File: config.mk
export PLATFORM = sky130hd
export DESIGN_NAME = grc_front_flat
export DESIGN_NICKNAME = d
export VERILOG_FILES = /design/src/hw/rtl/grc_pkg.sv /design/src/hw/rtl/grc_in_if.sv /design/src/hw/rtl/grc_front.sv /design/src/flat_wrapper.sv
export SDC_FILE = /design/constraint.sdc
export NUM_CORES = 1
export LEC_CHECK = 0
export BUFFER_PORTS_ARGS = -buffer_cell sky130_fd_sc_hd__buf_2
export CAP_MARGIN = 20
export CORE_MARGIN = 1
export CORE_UTILIZATION = 52
export CTS_CLUSTER_SIZE = 24
export DETAILED_ROUTE_END_ITERATION = 10
export PLACE_DENSITY = 0.79
export REMOVE_ABC_BUFFERS = 1
export SYNTH_ARGS = -nofsm -noshare
export SYNTH_HDL_FRONTEND = slang
export SYNTH_SLANG_ARGS = --single-unit
File: constraint.sdc
create_clock -name i_clk -period 9 [get_ports i_clk]
set_input_delay 0.45 -clock i_clk [delete_from_list [all_inputs] [get_ports i_clk]]
set_output_delay 0.45 -clock i_clk [all_outputs]
set_load 0.02 [all_outputs]
File: src/hw/rtl/grc_pkg.sv
// Shared widths, codes and types of the glyph lookup engine.
package grc_pkg;

    localparam int FONT_SETS_D    = 2;
    localparam int CODE_SETS_D    = 64;
    localparam int WAYS_D         = 8;
    localparam int RADIX_BITS_D   = 4;
    localparam int RADIX_LEVELS_D = 4;
    localparam int INDEX_WORDS_D  = 4096;

    localparam int KIND_W     = 2;
    localparam int ADDR_W     = 12;
    localparam int WORD_W     = 16;
    localparam int CODE_W     = 21;
    localparam int REC_W      = 64;
    localparam int STAT_W     = 3;
    localparam int FONT_W     = 8;
    localparam int BASE_W     = 12;
    localparam int CFG_IDX_W  = 2;
    localparam int CFG_DATA_W = 12;

    localparam logic [KIND_W-1:0] KIND_LOAD   = 2'd0;
    localparam logic [KIND_W-1:0] KIND_LOOKUP = 2'd1;
    localparam logic [KIND_W-1:0] KIND_FILL   = 2'd2;
    localparam logic [KIND_W-1:0] KIND_SPARE  = 2'd3;

    localparam logic [CFG_IDX_W-1:0] CFG_FONT_ID    = 2'd0;
    localparam logic [CFG_IDX_W-1:0] CFG_FONT_SEL   = 2'd1;
    localparam logic [CFG_IDX_W-1:0] CFG_INDEX_BASE = 2'd2;

    localparam logic [STAT_W-1:0] ST_DONE   = 3'd0;
    localparam logic [STAT_W-1:0] ST_HIT    = 3'd1;
    localparam logic [STAT_W-1:0] ST_MISS   = 3'd2;
    localparam logic [STAT_W-1:0] ST_ABSENT = 3'd3;
    localparam logic [STAT_W-1:0] ST_NOFONT = 3'd4;

    typedef enum logic [2:0] {
        OP_LOAD   = 3'd0,
        OP_LOOKUP = 3'd1,
        OP_FILL   = 3'd2,
        OP_NOFONT = 3'd3,
        OP_NOP    = 3'd4
    } t_op;

    typedef struct packed {
        t_op                op;
        logic [ADDR_W-1:0]  table_address;
        logic [WORD_W-1:0]  table_word;
        logic [CODE_W-1:0]  code_point;
        logic [REC_W-1:0]   glyph_record;
    } t_cmd;

endpackage

File: src/hw/rtl/grc_in_if.sv
// Input item channel of the glyph lookup engine.
interface grc_in_if;
    import grc_pkg::*;
    logic                valid;
    logic                ready;
    logic [KIND_W-1:0]   kind;
    logic [ADDR_W-1:0]   table_address;
    logic [WORD_W-1:0]   table_word;
    logic [CODE_W-1:0]   code_point;
    logic [REC_W-1:0]    glyph_record;

    modport source (output valid, kind, table_address, table_word, code_point, glyph_record,
                    input ready);
    modport sink   (input valid, kind, table_address, table_word, code_point, glyph_record,
                    output ready);
endinterface

File: src/hw/rtl/grc_front.sv
// Front end: accept items, classify them and queue them for the back end.
module grc_front (
    input  logic           i_clk,
    input  logic           i_rst_n,
    input  logic           i_font_sel,
    input  logic           i_clearing,
    grc_in_if.sink         i_item,
    output logic           o_cmd_valid,
    output grc_pkg::t_cmd  o_cmd,
    input  logic           i_cmd_pop
);
    import grc_pkg::*;

    t_cmd       r_q [2];
    logic       r_wr, r_rd;
    logic [1:0] r_count;
    t_cmd       cmd;
    logic       accept;

    assign i_item.ready = (r_count != 2'd2) && !i_clearing;
    assign accept       = i_item.valid && i_item.ready;

    // classify; font state must stay stable while items are in flight, which the block does not enforce
    always_comb begin
        cmd.table_address = i_item.table_address;
        cmd.table_word    = i_item.table_word;
        cmd.code_point    = i_item.code_point;
        cmd.glyph_record  = i_item.glyph_record;
        case (i_item.kind)
            KIND_LOAD:   cmd.op = OP_LOAD;
            KIND_LOOKUP: cmd.op = i_font_sel ? OP_LOOKUP : OP_NOFONT;
            KIND_FILL:   cmd.op = i_font_sel ? OP_FILL : OP_NOFONT;
            default:     cmd.op = OP_NOP;
        endcase
    end

    always_ff @(posedge i_clk) begin
        if (accept) begin
            r_q[r_wr] <= cmd;
        end
    end

    always_ff @(posedge i_clk) begin
        if (!i_rst_n) begin
            r_wr    <= 1'b0;
            r_rd    <= 1'b0;
            r_count <= 2'd0;
        end else begin
            if (accept) begin
                r_wr <= !r_wr;
            end
            if (i_cmd_pop) begin
                r_rd <= !r_rd;
            end
            r_count <= r_count + 2'(accept) - 2'(i_cmd_pop);
        end
    end

    assign o_cmd_valid = (r_count != 2'd0);
    assign o_cmd       = r_q[r_rd];
endmodule

File: src/flat_wrapper.sv
// flat-port wrapper written by rule: the top's interface ports become plain ports
module grc_front_flat import grc_pkg::*;
  (i_clk, i_rst_n, i_font_sel, i_clearing, o_cmd_valid, o_cmd, i_cmd_pop, i_item_valid, i_item_kind, i_item_table_address, i_item_table_word, i_item_code_point, i_item_glyph_record, i_item_ready);
  grc_in_if i_item_i ();
  input  logic i_clk;
  input  logic i_rst_n;
  input  logic i_font_sel;
  input  logic i_clearing;
  output logic o_cmd_valid;
  output grc_pkg::t_cmd o_cmd;
  input  logic i_cmd_pop;
  input wire logic [$bits(i_item_i.valid)-1:0] i_item_valid;
  input wire logic [$bits(i_item_i.kind)-1:0] i_item_kind;
  input wire logic [$bits(i_item_i.table_address)-1:0] i_item_table_address;
  input wire logic [$bits(i_item_i.table_word)-1:0] i_item_table_word;
  input wire logic [$bits(i_item_i.code_point)-1:0] i_item_code_point;
  input wire logic [$bits(i_item_i.glyph_record)-1:0] i_item_glyph_record;
  output wire logic [$bits(i_item_i.ready)-1:0] i_item_ready;
  assign i_item_i.valid = i_item_valid;
  assign i_item_i.kind = i_item_kind;
  assign i_item_i.table_address = i_item_table_address;
  assign i_item_i.table_word = i_item_table_word;
  assign i_item_i.code_point = i_item_code_point;
  assign i_item_i.glyph_record = i_item_glyph_record;
  assign i_item_ready = i_item_i.ready;
  grc_front u_core (.i_clk(i_clk), .i_rst_n(i_rst_n), .i_font_sel(i_font_sel), .i_clearing(i_clearing), .i_item(i_item_i), .o_cmd_valid(o_cmd_valid), .o_cmd(o_cmd), .i_cmd_pop(i_cmd_pop));
endmodule
==> Yosys cells after proc, flatten, opt, wreduce, memory -nomap -nowiden <==
Memory sizes are Yosys's and may differ from the RTL's. A register that Yosys moved wholly into a read port is not among the register bits.
Cells that the tools add are included.
{ "classes": {"reduce_logical": 7, "addsub": 2, "n_mux": 7, "n_eq_ne": 3} }
{ "ops": {"columns": ["op", "n"], "rows": [
  ["$pmux 3 s3", 1],
  ["$mux 1", 5],
  ["$logic_not 1->1", 3],
  ["$add 2x1->2", 1],
  ["$eq 2x1->1 const B", 1],
  ["$eq 2x2->1 const B", 1],
  ["$logic_and 1x1->1", 2],
  ["$logic_not 2->1", 1],
  ["$mux 2", 1],
  ["$ne 2x2->1 const B", 1],
  ["$reduce_bool 2->1", 1],
  ["$sub 2x1->2", 1]
]} }
{ "totals": {"ff_bits": 4, "n_memories": 1, "out_inout_bits": 118, "elab_cells": 23, "ramBits": 232, "input_bits": 121} }
{ "mem_list": {"columns": ["name", "words", "word_bits", "read_ports", "rd_clocked_by_memory_dff", "write_ports", "line", "source"], "rows": [
  ["u_core.r_q", 2, 116, 1, 1, 1, "grc_front.sv:14", "t_cmd r_q [2];"]
]} }

==> Longest topological paths before layout <==
{ "logic_depth": {"depth_word": 5, "mapped_depth": 7, "mapped_depth_nobuf": 7} }

==> Worst setup path before layout <==
Ideal clock, no wire load.
{ "synth_path": {"path_kind": "input-to-reg", "startpoint": "in i_clearing", "endpoint": "mem u_core.r_q[0][0] (netlist name) (enable)", "arrival_ns": 5.870, "path_slack_ns": 2.525, "stages": 2, "setup_time_ns": 0.606, "cell_sequence": "nor3b_2 nor2b_1"} }
{ "synth_via": {"elab_chain_len": 5} }
{ "synth_rtl": {"columns": ["element", "line", "source"], "rows": [
  ["start: declaration", "flat_wrapper.sv:8", "input logic i_clearing;"],
  ["$logic_not 1->1", "grc_front.sv:20", "assign i_item.ready = (r_count != 2'd2) && !i_clearing;"],
  ["$logic_and 1x1->1", "grc_front.sv:20", null],
  ["$logic_and 1x1->1", "grc_front.sv:21", "assign accept = i_item.valid && i_item.ready;"],
  ["$mux 1", "grc_front.sv:38", "if (accept) begin"],
  ["$mux 1 (not written as such)", "grc_front.sv:39", "r_q[r_wr] <= cmd;"],
  ["end: declaration", "grc_front.sv:14", null]
]} }
Every way passes these cells.

==> metrics.txt <==
Util after Layout=66.1%; largest family of logic cells by synthesized area=multiplexers; Clock Latency Late Sink=0.50 ns; global routing met2 resource utilization=31.1%; Leak=a little over 4 nW; first-pass GRT wire length=23.8 mm; grt total ovfl=0; Finished Cell Area=10,900 um^2; period utilisation layout=36.8%; Detail Route Antenna Nets=0; die area=~17,000 um^2; EDFF count, synth=232; met3 Use GR=about 4.5%; pwr dens=roughly 230 nW/um^2; Max-slew headroom=approximately two fifths; Via Count=4,472; GR Util met1=roughly a fifth; xor/xnor share of the synthesized area=less than 1%; post-DP HPWL=roughly 10 mm; R2R cell count=4; clock transition at the registers of the reported paths=around 0.06 ns; post-synthesis compound-gate area fraction=0.114%; dpl cell area=10,200 um^2; DR WL/cell=17.7 um; Main synth FF type=edfxtp_1; IO Port Bufs=238; Die Y=~130 um; TritonCTS clock tree=done; WP data arrival=2.87 ns; Pre-antenna DRT Iters=4; clk buf depth=3; Multi-input gate area=1630 um^2; Slew Limit Fails=0; Combinational Power Share=11.6%; worst hold stages=1; number of global-route vias before repair=4,686; htree depth=1; type of the worst setup path=reg -> out; initial core utilization=53.2%; commonest cells after routing, fill and taps aside=buf_2, edfxtp_1, mux2_2, mux2_4, clkbuf_16; fin crit period=3.32 ns; post_cts resized=0; detailed-route vias per instance=5.05; unique cell type count in the Yosys netlist=20; switching pwr=0.561 mW; hold slack final=between 0.1 and 0.15 ns; Total Neg Setup Slack=0 ns; Clock power frac=36.3%; adder-cell share of the synthesized area=less than 1%; initial antenna violation count=1; Area Growth Syn to Fin=24.2%; WHS Endpoint=u_core.r_q[0][67]; Initial DRC Count=182; status=finished, final reports clean; drt total wl=15.7 mm; FF/Latch Area=7070 um^2; # Max-Cap Violations=0; Synth Area in Simple Gates=~1.1%; io pins=239; FFs w/ async S/R, synth=0%; flops & latches, synth=237; hold_buf cts=0; Reg power frac=52.1%; Worst R2R Setup Slack=around 6.3 ns; final setup vio count=0; reg-to-reg critical path startpoint=u_core.r_count[1]; commonest non-fill, non-tap cell in the layout=buf_2; post-synthesis mux area share=16.7%; Crit. End Element=output port; nets=771; largest net degree at the start of global routing=64; syn avg cell area=22.4 um^2; Tot Pwr=2.49 mW; skew final=0.00752 ns; Yosys warning total=0; largest fanout on the critical path=60; mapped cell area=8800 um^2; Max Clock Freq=~300 MHz; drc violations=0; hold path start=i_item_code_point[3]; RSZ-0062 raised after global routing=no; Synth Instances=393; Least-Margin Pin Slew=roughly 0.90 ns; CORE AREA=16,500 um^2; Cell Rows=47; number of buffers created by CTS=24; RD Place Congestion=0.781; endpoints failing hold=0; RR Endpoint=u_core.r_q[1][15]; worst vdd ir=0.000191 V; CP startpoint kind=flip-flop; # clock sinks=237; Total Routing Usage GR=17.6%; global route hottest layer=met2; Pint=1.93 mW; Chip Width=132 um; Setup Buffers After CTS=0; Req. time, crit path=8.55 ns; register area share after synthesis=80.3%; layout cell share with drive strength beyond 1=about three fifths; Switching Share=22.5%; min-delay worst type=in -> reg; fill count=about 1.1k; CTS Root Cell=clkbuf_16
flip-flops by register name, indices dropped and copies added (netlist names), named ones only:
signal          flops
u_core.r_q        232
u_core.r_count      2
u_core.r_rd         1
u_core.r_wr         1
routing by layer:
metal  up-vias  wire length [um]  part of all wire, %
met1      2196              6220                   40
li1       2062                 -                    -
met5         -                 0                    0
met4         0               430                  2.7
met3        33              1170                  7.5
met2       181              7840                   50
critical path, stage by stage (launching register included):
cell     delay [ns]
dfxtp_4        0.90
buf_4          0.84
mux2_2         0.44
buf_2          0.16
layout make-up:
class	count	share of cell area, %
timing repair buffer	242	11.2
tap	220	2.52
sequential	237	64.7
multi-input combinational	140	14.9
inverter	3	0.103
antenna	1	0.0229
clock buffer	29	5.86
clock inverter	13	0.733
cells in the mapped netlist (3+ instances only):
cell type | n | area share [%]
buf_2 | 7 | 0.40
edfxtp_1 | 232 | 79
nor2_1 | 4 | 0.17
mux2_2 | 76 | 9.7
mux2_4 | 40 | 6.8
nand2b_1 | 3 | 0.21
and2_1 | 4 | 0.28
dfxtp_1 | 5 | 1.1
buf_6 | 6 | 0.77
inv_1 | 3 | 0.13
kinds of logic (layout without fill, tap and decap cells):
| kind of cell | Yosys count | count (layout) |
|---|---|---|
| flops | 237 | 237 |
| mux | 117 | 117 |
| simple gates | 17 | 17 |
| buf+inv | 16 | 287 |
| fa+ha+maj | 2 | 2 |
| compound gates | 2 | 2 |
| xor+xnor | 2 | 2 |
| other cells | 0 | 1 |
power by group through the flow:
stage               Clock [mW]  Sequential [mW]  Combinational [mW]
floorplan                    0             1.33               0.189
global placement             0             1.32               0.285
detailed placement           0             1.32               0.291
CTS                      0.927             1.30               0.293
global route             0.963             1.30               0.307
finish                   0.903             1.30               0.289
how the worst max path moves through the flow:
stage / startpoint / to
after floorplan: i_clearing / u_core.r_q[0][0]
after CTS: flip-flop / o_cmd[14]
after global placement: flip-flop / o_cmd[37]
after global routing: flip-flop / o_cmd[14]
final: flip-flop / o_cmd[14]
after detailed placement: flip-flop / o_cmd[27]
metrics by stage:
| step | cells | setup WS, ns |
|---|---|---|
| CTS | 884 | 5.61 |
| detailed placement | 842 | 6.15 |
| finish | 885 | 5.68 |
| global route | 885 | 5.49 |
| floorplan | 380 | 2.52 |
| global placement | 842 | 6.19 |
No activity file was read; power rests on OpenSTA's default activity.
